--- config.mk ---
export PLATFORM = sky130hd
export DESIGN_NAME = http_request_header_tokenizer_flat
export DESIGN_NICKNAME = d
export VERILOG_FILES = /design/src/rtl/hrht_pkg.sv /design/src/rtl/hrht_if.sv /design/src/rtl/hrht_parser.sv /design/src/rtl/http_request_header_tokenizer.sv /design/src/flat_wrapper.sv
export SDC_FILE = /design/constraint.sdc
export NUM_CORES = 1
export LEC_CHECK = 0
export BUFFER_PORTS_ARGS = -buffer_cell sky130_fd_sc_hd__buf_2
export CORE_MARGIN = 2
export CORE_UTILIZATION = 55
export CTS_CLUSTER_SIZE = 8
export DETAILED_ROUTE_END_ITERATION = 8
export PLACE_DENSITY_LB_ADDON = 0.15
export SYNTH_ARGS = -nofsm -noshare
export SYNTH_HDL_FRONTEND = slang
export SYNTH_SLANG_ARGS = --single-unit
--- constraint.sdc ---
create_clock -name i_clk -period 6.67 [get_ports i_clk]
set_input_delay 1.0005 -clock i_clk [delete_from_list [all_inputs] [get_ports i_clk]]
set_output_delay 1.0005 -clock i_clk [all_outputs]
set_load 0.005 [all_outputs]
--- src/rtl/hrht_pkg.sv ---
// Shared types and character constants for the HTTP request header tokenizer.
package hrht_pkg;

    localparam int ByteW = 8;
    localparam int KindW = 3;

    typedef logic [ByteW-1:0] t_byte;

    typedef enum logic [KindW-1:0] {
        K_NONE    = 3'd0,
        K_METHOD  = 3'd1,
        K_PATH    = 3'd2,
        K_QUERY   = 3'd3,
        K_VERSION = 3'd4,
        K_NAME    = 3'd5,
        K_VALUE   = 3'd6
    } t_kind;

    localparam t_byte ChSp    = 8'h20;
    localparam t_byte ChQuest = 8'h3F;
    localparam t_byte ChUpH   = 8'h48;
    localparam t_byte ChCr    = 8'h0D;
    localparam t_byte ChLf    = 8'h0A;
    localparam t_byte ChColon = 8'h3A;
    localparam t_byte ChHt    = 8'h09;

    localparam int CookieLen = 6;
    localparam int MatchW    = 3;

    typedef struct packed {
        t_byte out_byte;
        t_kind kind;
        t_kind closes;
        logic  name_is_cookie;
        logic  headers_done;
        logic  parse_error;
    } t_result;

    // Characters of the header name "cookie", one per match position.
    function automatic t_byte cookie_char(input logic [MatchW-1:0] idx);
        t_byte c;
        case (idx)
            3'd0:    c = 8'h63;
            3'd1:    c = 8'h6F;
            3'd2:    c = 8'h6F;
            3'd3:    c = 8'h6B;
            3'd4:    c = 8'h69;
            3'd5:    c = 8'h65;
            default: c = 8'h00;
        endcase
        return c;
    endfunction

    function automatic logic is_ws(input t_byte b);
        return (b == ChSp) || (b inside {[ChHt:ChCr]});
    endfunction

endpackage

--- src/rtl/hrht_if.sv ---
// Valid/ready stream interfaces for the tokenizer's input and result channels.
interface hrht_in_if;
    logic               valid;
    logic               ready;
    hrht_pkg::t_byte    in_byte;

    modport source (output valid, output in_byte, input ready);
    modport sink   (input valid, input in_byte, output ready);
endinterface

interface hrht_out_if;
    logic               valid;
    logic               ready;
    hrht_pkg::t_byte    out_byte;
    hrht_pkg::t_kind    kind;
    hrht_pkg::t_kind    closes;
    logic               name_is_cookie;
    logic               headers_done;
    logic               parse_error;

    modport source (output valid, output out_byte, output kind, output closes,
                    output name_is_cookie, output headers_done, output parse_error,
                    input ready);
    modport sink   (input valid, input out_byte, input kind, input closes,
                    input name_is_cookie, input headers_done, input parse_error,
                    output ready);
endinterface

--- src/rtl/hrht_parser.sv ---
// Parse-position state machine: classifies one byte and advances on each step.
module hrht_parser (
    input  logic                i_clk,
    input  logic                i_rst_n,
    input  logic                i_step,
    input  hrht_pkg::t_byte     i_byte,
    output hrht_pkg::t_result   o_result
);
    import hrht_pkg::*;

    typedef enum logic [3:0] {
        ST_METHOD_BEFORE,
        ST_METHOD,
        ST_PATH_BEFORE,
        ST_PATH,
        ST_QUERY,
        ST_VERSION_BEFORE,
        ST_VERSION,
        ST_VERSION_LF,
        ST_NAME,
        ST_VALUE_BEFORE,
        ST_VALUE,
        ST_VALUE_LF,
        ST_BLANK_LF,
        ST_DONE
    } t_state;

    t_state              r_state, n_state;
    logic [MatchW-1:0]   r_match, n_match;
    logic                r_miss, n_miss;
    logic                r_err, n_err;
    logic                bad;
    t_result             res;

    always_comb begin
        n_state            = r_state;
        n_match            = r_match;
        n_miss             = r_miss;
        bad                = 1'b0;
        res.out_byte       = i_byte;
        res.kind           = K_NONE;
        res.closes         = K_NONE;
        res.name_is_cookie = 1'b0;
        res.headers_done   = 1'b0;
        if (!r_err) begin
            case (r_state)
                ST_METHOD_BEFORE, ST_METHOD: begin
                    if (r_state == ST_METHOD_BEFORE && i_byte == ChSp) begin
                        bad = 1'b1;
                    end else if (r_state == ST_METHOD && is_ws(i_byte)) begin
                        res.closes = K_METHOD;
                        n_state    = ST_PATH_BEFORE;
                    end else begin
                        if (i_byte inside {[8'h61:8'h7A]}) begin
                            res.out_byte = i_byte - 8'd32;
                        end
                        res.kind = K_METHOD;
                        n_state  = ST_METHOD;
                    end
                end
                ST_PATH_BEFORE: begin
                    if (i_byte == ChSp) begin
                        bad = 1'b1;
                    end else begin
                        res.kind = K_PATH;
                        n_state  = ST_PATH;
                    end
                end
                ST_PATH: begin
                    if (i_byte == ChQuest) begin
                        res.closes = K_PATH;
                        n_state    = ST_QUERY;
                    end else if (i_byte == ChSp) begin
                        res.closes = K_PATH;
                        n_state    = ST_VERSION_BEFORE;
                    end else begin
                        res.kind = K_PATH;
                    end
                end
                ST_QUERY: begin
                    if (i_byte == ChSp) begin
                        res.closes = K_QUERY;
                        n_state    = ST_VERSION_BEFORE;
                    end else begin
                        res.kind = K_QUERY;
                    end
                end
                ST_VERSION_BEFORE: begin
                    if (i_byte != ChUpH) begin
                        bad = 1'b1;
                    end else begin
                        res.kind = K_VERSION;
                        n_state  = ST_VERSION;
                    end
                end
                ST_VERSION: begin
                    if (i_byte == ChCr) begin
                        res.closes = K_VERSION;
                        n_state    = ST_VERSION_LF;
                    end else begin
                        res.kind = K_VERSION;
                    end
                end
                ST_VERSION_LF, ST_VALUE_LF: begin
                    if (i_byte != ChLf) begin
                        bad = 1'b1;
                    end else begin
                        n_state = ST_NAME;
                        n_match = '0;
                        n_miss  = 1'b0;
                    end
                end
                ST_NAME: begin
                    // A CR inside a name starts the blank line; the partial name is dropped.
                    if (i_byte == ChCr) begin
                        n_state = ST_BLANK_LF;
                    end else if (i_byte == ChColon) begin
                        res.closes = K_NAME;
                        n_state    = ST_VALUE_BEFORE;
                    end else if (is_ws(i_byte)) begin
                        bad = 1'b1;
                    end else begin
                        if (i_byte inside {[8'h41:8'h5A]}) begin
                            res.out_byte = i_byte + 8'd32;
                        end
                        res.kind = K_NAME;
                        if (r_match < MatchW'(CookieLen)
                                && cookie_char(r_match) == res.out_byte) begin
                            n_match = r_match + 1'b1;
                        end else begin
                            n_miss = 1'b1;
                        end
                    end
                end
                ST_VALUE_BEFORE, ST_VALUE: begin
                    if (i_byte == ChCr) begin
                        res.closes         = K_VALUE;
                        res.name_is_cookie = !r_miss && (r_match == MatchW'(CookieLen));
                        n_state            = ST_VALUE_LF;
                    end else if (r_state == ST_VALUE_BEFORE && is_ws(i_byte)) begin
                        // Leading whitespace before a value is dropped.
                        n_state = ST_VALUE_BEFORE;
                    end else begin
                        res.kind = K_VALUE;
                        n_state  = ST_VALUE;
                    end
                end
                ST_BLANK_LF: begin
                    if (i_byte != ChLf) begin
                        bad = 1'b1;
                    end else begin
                        res.headers_done = 1'b1;
                        n_state          = ST_DONE;
                    end
                end
                default: begin
                    // After the head, only extra LF bytes are tolerated.
                    if (i_byte != ChLf) begin
                        bad = 1'b1;
                    end
                end
            endcase
        end
        n_err           = r_err | bad;
        res.parse_error = n_err;
        o_result        = res;
    end

    always_ff @(posedge i_clk) begin
        if (!i_rst_n) begin
            r_state <= ST_METHOD_BEFORE;
            r_match <= '0;
            r_miss  <= 1'b0;
            r_err   <= 1'b0;
        end else if (i_step) begin
            r_state <= n_state;
            r_match <= n_match;
            r_miss  <= n_miss;
            r_err   <= n_err;
        end
    end

endmodule

--- src/rtl/http_request_header_tokenizer.sv ---
// HTTP request head tokenizer: one byte in, one tagged byte out per transaction.
// Path from input acceptance to result valid: input register, then result register.
// Throughput: one byte per cycle while results are taken; the parser state update is a single compare-and-select step.
// The result register holds while its result is not taken, and a held result also stalls a full input register;
// a new byte is still accepted meanwhile as long as the input register is empty.
// Reset (synchronous, active low) empties both stages and returns the parser to method start.
module http_request_header_tokenizer (
    input  logic       i_clk,
    input  logic       i_rst_n,
    hrht_in_if.sink    i_in,
    hrht_out_if.source o_out
);
    import hrht_pkg::*;

    logic    r_s1_valid;
    t_byte   r_s1_byte;
    logic    r_out_valid;
    t_result r_out;
    logic    out_free;
    logic    s1_adv;
    t_result step_res;

    assign out_free = !r_out_valid || o_out.ready;
    assign s1_adv   = r_s1_valid && out_free;
    assign i_in.ready = !r_s1_valid || s1_adv;

    hrht_parser u_parser (
        .i_clk    (i_clk),
        .i_rst_n  (i_rst_n),
        .i_step   (s1_adv),
        .i_byte   (r_s1_byte),
        .o_result (step_res)
    );

    always_ff @(posedge i_clk) begin
        if (!i_rst_n) begin
            r_s1_valid  <= 1'b0;
            r_out_valid <= 1'b0;
        end else begin
            if (i_in.ready) begin
                r_s1_valid <= i_in.valid;
            end
            if (out_free) begin
                r_out_valid <= r_s1_valid;
            end
        end
    end

    always_ff @(posedge i_clk) begin
        if (i_in.valid && i_in.ready) begin
            r_s1_byte <= i_in.in_byte;
        end
        if (s1_adv) begin
            r_out <= step_res;
        end
    end

    assign o_out.valid          = r_out_valid;
    assign o_out.out_byte       = r_out.out_byte;
    assign o_out.kind           = r_out.kind;
    assign o_out.closes         = r_out.closes;
    assign o_out.name_is_cookie = r_out.name_is_cookie;
    assign o_out.headers_done   = r_out.headers_done;
    assign o_out.parse_error    = r_out.parse_error;

endmodule

--- src/flat_wrapper.sv ---
// flat-port wrapper written by rule: the top's interface ports become plain ports
module http_request_header_tokenizer_flat import hrht_pkg::*;
  (i_clk, i_rst_n, i_in_valid, i_in_in_byte, i_in_ready, o_out_valid, o_out_out_byte, o_out_kind, o_out_closes, o_out_name_is_cookie, o_out_headers_done, o_out_parse_error, o_out_ready);
  hrht_in_if i_in_i ();
  hrht_out_if o_out_i ();
  input  logic i_clk;
  input  logic i_rst_n;
  input wire logic [$bits(i_in_i.valid)-1:0] i_in_valid;
  input wire logic [$bits(i_in_i.in_byte)-1:0] i_in_in_byte;
  output wire logic [$bits(i_in_i.ready)-1:0] i_in_ready;
  output wire logic [$bits(o_out_i.valid)-1:0] o_out_valid;
  output wire logic [$bits(o_out_i.out_byte)-1:0] o_out_out_byte;
  output wire logic [$bits(o_out_i.kind)-1:0] o_out_kind;
  output wire logic [$bits(o_out_i.closes)-1:0] o_out_closes;
  output wire logic [$bits(o_out_i.name_is_cookie)-1:0] o_out_name_is_cookie;
  output wire logic [$bits(o_out_i.headers_done)-1:0] o_out_headers_done;
  output wire logic [$bits(o_out_i.parse_error)-1:0] o_out_parse_error;
  input wire logic [$bits(o_out_i.ready)-1:0] o_out_ready;
  assign i_in_i.valid = i_in_valid;
  assign i_in_i.in_byte = i_in_in_byte;
  assign i_in_ready = i_in_i.ready;
  assign o_out_valid = o_out_i.valid;
  assign o_out_out_byte = o_out_i.out_byte;
  assign o_out_kind = o_out_i.kind;
  assign o_out_closes = o_out_i.closes;
  assign o_out_name_is_cookie = o_out_i.name_is_cookie;
  assign o_out_headers_done = o_out_i.headers_done;
  assign o_out_parse_error = o_out_i.parse_error;
  assign o_out_i.ready = o_out_ready;
  http_request_header_tokenizer u_core (.i_clk(i_clk), .i_rst_n(i_rst_n), .i_in(i_in_i), .o_out(o_out_i));
endmodule
## Yosys cells after proc, flatten, opt, wreduce, memory -nomap -nowiden

Cells that the tools add are included.

- Add/sub/neg operators: 3
- Order comparisons: 7
- Eq/ne operators: 37
- Muxes and demuxes: 74
- Bitwise gates (word level): 5
- Reduce and logical (&&, ||, !) cells: 30

Operator list:

| operator | count |
|---|---|
| $mux 8 | 12 |
| $mux 4 | 12 |
| $pmux 4 s10 | 1 |
| $pmux 7 s5 | 1 |
| $mux 11 | 3 |
| $mux 3 | 11 |
| $mux 14 | 2 |
| $eq 8x6->1 const B | 3 |
| $pmux 3 s8 | 1 |
| $ne 2x2->1 const B | 11 |
| $eq 4x4->1 const B | 5 |
| $pmux 3 s6 | 1 |
| $mux 1 | 17 |
| $eq 4x3->1 const B | 4 |
| $ge 8x7->1 const B | 2 |
| $le 8x7->1 const B | 2 |
| $mux 16 | 1 |
| $mux 2 | 8 |
| $pmux 8 s2 | 1 |
| $reduce_and 8->1 | 2 |
| $logic_and 1x1->1 | 10 |
| $reduce_and 10->1 | 1 |
| $reduce_bool 10->1 | 1 |
| $reduce_or 2->1 | 5 |
| 28 further kinds | 39 |

- Register bits: 36
- Bits of input ports: 12

## Depth between registers and ports, before layout

- Word-level depth: 15
- Depth in mapped cells: 9
- Mapped depth without buffers: 8

## Modules after synthesis

A second synthesis with hierarchy kept.

- Cells, all modules: 273
- Area total of the unflattened synthesis: 2503.7 um^2

By module, submodules not included:

| module | times used | cells an instance | area each (um^2) | seq. area each (um^2) |
|---|---|---|---|---|
| hrht_parser | 1 | 239 | 1649.1 | 180.2 |
| http_request_header_tokenizer | 1 | 34 | 854.6 | 790.8 |

## Worst setup path before layout

No wires, ideal clock.

- Kind: input port to output port
- Start point: in o_out_ready
- End point: out i_in_ready
- Arrival: 1.323 ns
- Required time: 5.669 ns
- Setup slack: 4.346 ns
- Cell stages on the path: 2
- Path buffers: 0
- Path through: nor2b_1 nand2_1

- Cells in the longest elaborated chain, start to end: 3

RTL lines:

| element | RTL line | RTL |
|---|---|---|
| from (decl) | flat_wrapper.sv:18 | `input wire logic [$bits(o_out_i.ready)-1:0] o_out_ready;` |
| $logic_or 1x1->1 | http_request_header_tokenizer.sv:23 | `assign out_free = !r_out_valid \|\| o_out.ready;` |
| $logic_and 1x1->1 | http_request_header_tokenizer.sv:24 | `assign s1_adv = r_s1_valid && out_free;` |
| $logic_or 1x1->1 | http_request_header_tokenizer.sv:25 | `assign i_in.ready = !r_s1_valid \|\| s1_adv;` |
| to (decl) | flat_wrapper.sv:10 | `output wire logic [$bits(i_in_i.ready)-1:0] i_in_ready;` |

No other way between the ends.

## Worst setup path in the final report

- Start point: reg u_core.r_s1_byte[4]
- End point: reg u_core.u_parser.r_state[0]

- Cells in the longest elaborated chain, start to end: 7

RTL lines:

| element | RTL line | RTL |
|---|---|---|
| from (decl) | http_request_header_tokenizer.sv:16 | `t_byte r_s1_byte;` |
| from (signal assigned) | http_request_header_tokenizer.sv:51 | `r_s1_byte <= i_in.in_byte;` |
| $ge 8x4->1 / $le 8x4->1 (equally long branches) | hrht_pkg.sv:55 | `return (b == ChSp) \|\| (b inside {[ChHt:ChCr]});` |
| $logic_and 1x1->1 | hrht_pkg.sv:55 |  |
| $logic_or 1x1->1 | hrht_pkg.sv:55 |  |
| $logic_and 1x1->1 (on tied branches) | hrht_parser.sv:140, hrht_parser.sv:50 |  |
| $mux 2 (on tied branches) | hrht_parser.sv:140, hrht_parser.sv:50 |  |
| $mux 4 (on tied branches) | hrht_parser.sv:136, hrht_parser.sv:48 |  |
| $pmux 4 s10 | hrht_parser.sv:46 | `case (r_state)` |
| to (signal assigned) | hrht_parser.sv:176 | `r_state <= n_state;` |
| to (decl) | hrht_parser.sv:28 | `t_state r_state, n_state;` |

Several ways; a longest one is shown, not always the timed one. The select of a mux whose other input is x is not followed.
A chain may end at the register's enable or synchronous reset.

==> impl_metrics.csv <==
group,metric,value,unit
clock_tree,cts-resized-gates,0,
synth,syn_area_per_cell,8.84,um^2
synth,synth_compound_area_frac,0.217,
route,first_iter_violations,422,
worst_setup_path,cp.depth,6,
placed_design,place.gp.congestion,0.980,
synth,synth_top_flop_cell,"edfxtp_1",
route,post_drt_via_cell_ratio,6.80,
synth,synth_cells,277,
route,wl_met1,2.65,mm
global_route,grt_antenna_before_repair,0,
sta,setup_violations,0,
floorplanning,num_rows,24,
cells_and_area,syn2layout_area_growth,12.2,%
sta,max_freq,0.381,GHz
cells_and_area,drive_gt1_frac,0.157,
floorplanning,start_util,0.566,
cells_and_area,nFillCells,373,
worst_setup_path,path_cells,"nor4_2 > nand3_1 > nand2_1 > nor2_1 > or4_1 > o311a_1",
synth,synth-edff-count,25,
floorplanning,io_pins,31,
worst_setup_path,crit_path_max_fanout,10,
floorplanning,coreArea,4320,um^2
sta,rsz0062_at_grt,"false",
worst_setup_path,cp.arrival,2810,ps
cells_and_area,diodes,0,
global_route,grt_max_degree,22,
pwr,vdd_drop_max,99.8,uV
synth,synth_most_common_cell,"nand2_1",
sta,maxSlewViolCount,0,
pwr,leakage,0.992,nW
clock_tree,clock_sinks,36,
sta,timing.slew.headroom,0.532,
floorplanning,die_h,70.7,um
global_route,overflow,0,
clock_tree,clock_latency,300,ps
worst_setup_path,crit_path_start_kind,"flop",
synth,synth-warning-count,0,
floorplanning,die-area,5000,um^2
clock_tree,clk_pin_slew,80,ps
sta,fin_skew,6.84,ps
route,top_layer,"met4",
clock_tree,htree_levels,2,
cells_and_area,multi_input_area,1350,um^2
route,route.met3.wl,646,um
route,dr_wl_met2,2.85,mm
placed_design,port_buffers,30,
sta,finalCritPeriodShare,0.394,
worst_setup_path,cp.required,6860,ps
worst_setup_path,r2r.worst_path.cells,6,
synth,yosysTopAreaCellShare,0.307,
synth,ys_ff_latch,36,
clock_tree,numCtsBuffers,5,
worst_setup_path,slowest_delay,580,ps
sta,holdWs,505,ps
worst_setup_path,critical_path_buf_inv_count,0,
worst_setup_path,critical-path-top-delay-family,"simple AND/OR/NAND/NOR gates",
global_route,grt_util_all_layers,0.267,
global_route,grt_pass1_vias,2109,
synth,synth_xor_area_frac,0.0143,
route,final_antenna_net_count,0,
cells_and_area,seq_area,971,um^2
placed_design,place_hpwl,4.38,mm
route,routedWlPerCell,17.9,um
pwr,power-per-cell-area,214,nW/um^2
sta,period_minus_slack,2630,ps
synth,synth_top_family_by_area,"simple AND/OR/NAND/NOR gates",
outcome,outcome,"finished clean",
clock_tree,cts_tree,"done",
synth,async_flop_share,0,
route,firstDrtPassIters,9,
worst_setup_path,critPathSlowestCell,"edfxtp_1",
sta,tns,0,ps
synth,syn-num-nets,298,
clock_tree,cts.hold.buffers_added,0,
synth,ys_top_cells_by_area,"edfxtp_1, dfxtp_1, ha_1",
clock_tree,clock_path_buffers,2,
clock_tree,ctsRootBufferMaster,"clkbuf_8",
cells_and_area,fin_nets,319,
min_path,min_path_type,"flop to flop",
sta,worst_pin_slew,701,ps
synth,synthAdderAreaFrac,0.0460,
floorplanning,die_x,70.7,um
worst_setup_path,criticalPathCategory,"flop to flop",
synth,synth_mux_area_frac,0.0164,
synth,ys_types,62,
global_route,grt_pass1_wl,10.6,mm
clock_tree,cts_setup_buffers,0,
synth,synth_commonest_cells,"nand2_1, edfxtp_1, nor2_1",
synth,seq_area_frac_synth,0.397,
run,max_cap_violations,0,
route,dr_total_vias,2386,
synth,syn_area,2450,um^2
route,route.detailed.drc,0,
synth,synth_top_area_cell,"edfxtp_1",
synth,synthSimpleGateAreaFrac,0.256,
min_path,hold_path_depth,1,
route,wirelength,6.30,mm
sta,hold_viol_final,0,
worst_setup_path,cp-end-kind,"flop",
[metrics by stage]
stage	worst slack (ps)	utilization	power, mW	instances	area, um^2
6_report	4040	0.635	0.587	351	2750
5_1_grt	3840	0.635	0.608	351	2750
4_1_cts	4080	0.635	0.589	351	2750
3_5_place_dp	4080	0.598	0.321	343	2590
3_3_place_gp	4110	0.598	0.321	343	2590
2_1_floorplan	4350	-	0.302	277	2450
[per-layer routing]
layer  global-route usage  up-vias
met4               0.0881        0
met1                0.369     1099
li1                     -     1092
met2                0.424      174
met3               0.0513       21
met5                    0        -
[placed cells by master (no fill, tap or decap), types with 5 or more instances in the layout]
cell,synthesis,final
dfxtp_1,11,11
or3_1,5,5
a21oi_1,22,22
ha_1,9,9
edfxtp_1,25,25
clkbuf_8,0,5
nand3_1,10,10
nor2b_1,6,6
nand2_1,28,28
o21ai_0,13,13
nor2_1,23,23
nand4_1,5,5
a211oi_1,5,5
buf_2,3,30
inv_1,13,13
[worst paths after layout]
path                                from                    endpoint  slack, ps
setup / recovery     u_core.r_s1_byte[4]  u_core.u_parser.r_state[0]       4040
hold / removal    u_core.u_parser.r_miss      u_core.u_parser.r_miss        510
setup reg to reg     u_core.r_s1_byte[4]  u_core.u_parser.r_state[0]       4040
hold reg to reg   u_core.u_parser.r_miss      u_core.u_parser.r_miss        510
[logic make-up after synthesis]
| logic type | count (synthesis) |
|---|---|
| AO/OA/AOI/OAI | 79 |
| XOR/XNOR | 4 |
| adder cells (fa/ha/maj) | 9 |
| buffers and inverters | 30 |
| flip-flops | 36 |
| multiplexers | 4 |
| AND/OR/NAND/NOR | 115 |
[worst reg2reg max path, stage by stage (launching register included)]
cell	delay (ps)
edfxtp_1	580
nor4_2	500
nand3_1	310
nand2_1	270
nor2_1	80
or4_1	490
o311a_1	300
[registers in the layout, indices dropped and copies added, names as in the netlist]
| name | count |
|---|---|
| u_core.r_s1_valid | 1 |
| u_core.o_out.closes | 3 |
| u_core.o_out.kind | 3 |
| u_core.o_out.headers_done | 1 |
| u_core.o_out.name_is_cookie | 1 |
| u_core.u_parser.r_miss | 1 |
| u_core.u_parser.r_match | 3 |
| u_core.u_parser.r_err | 1 |
| u_core.u_parser.r_state | 4 |
| u_core.o_out.parse_error | 1 |
| u_core.r_s1_byte | 8 |
| u_core.o_out.valid | 1 |
| u_core.o_out.out_byte | 8 |
[power breakdown]
group / internal, mW / switching (mW)
logic: 0.0226 / 0.0313
clock network: 0.187 / 0.0817
registers: 0.249 / 0.0151
total: 0.459 / 0.128
[final cells by class]
cell class                      instances  area share
Multi-Input combinational cell        211       0.490
Clock inverter                          3      0.0328
Sequential cell                        36       0.354
Timing Repair Buffer                   31      0.0574
Inverter                               13      0.0178
Tap cell                               52      0.0237
Clock buffer                            5      0.0251
Note: power is estimated with default switching activity, not from simulation.
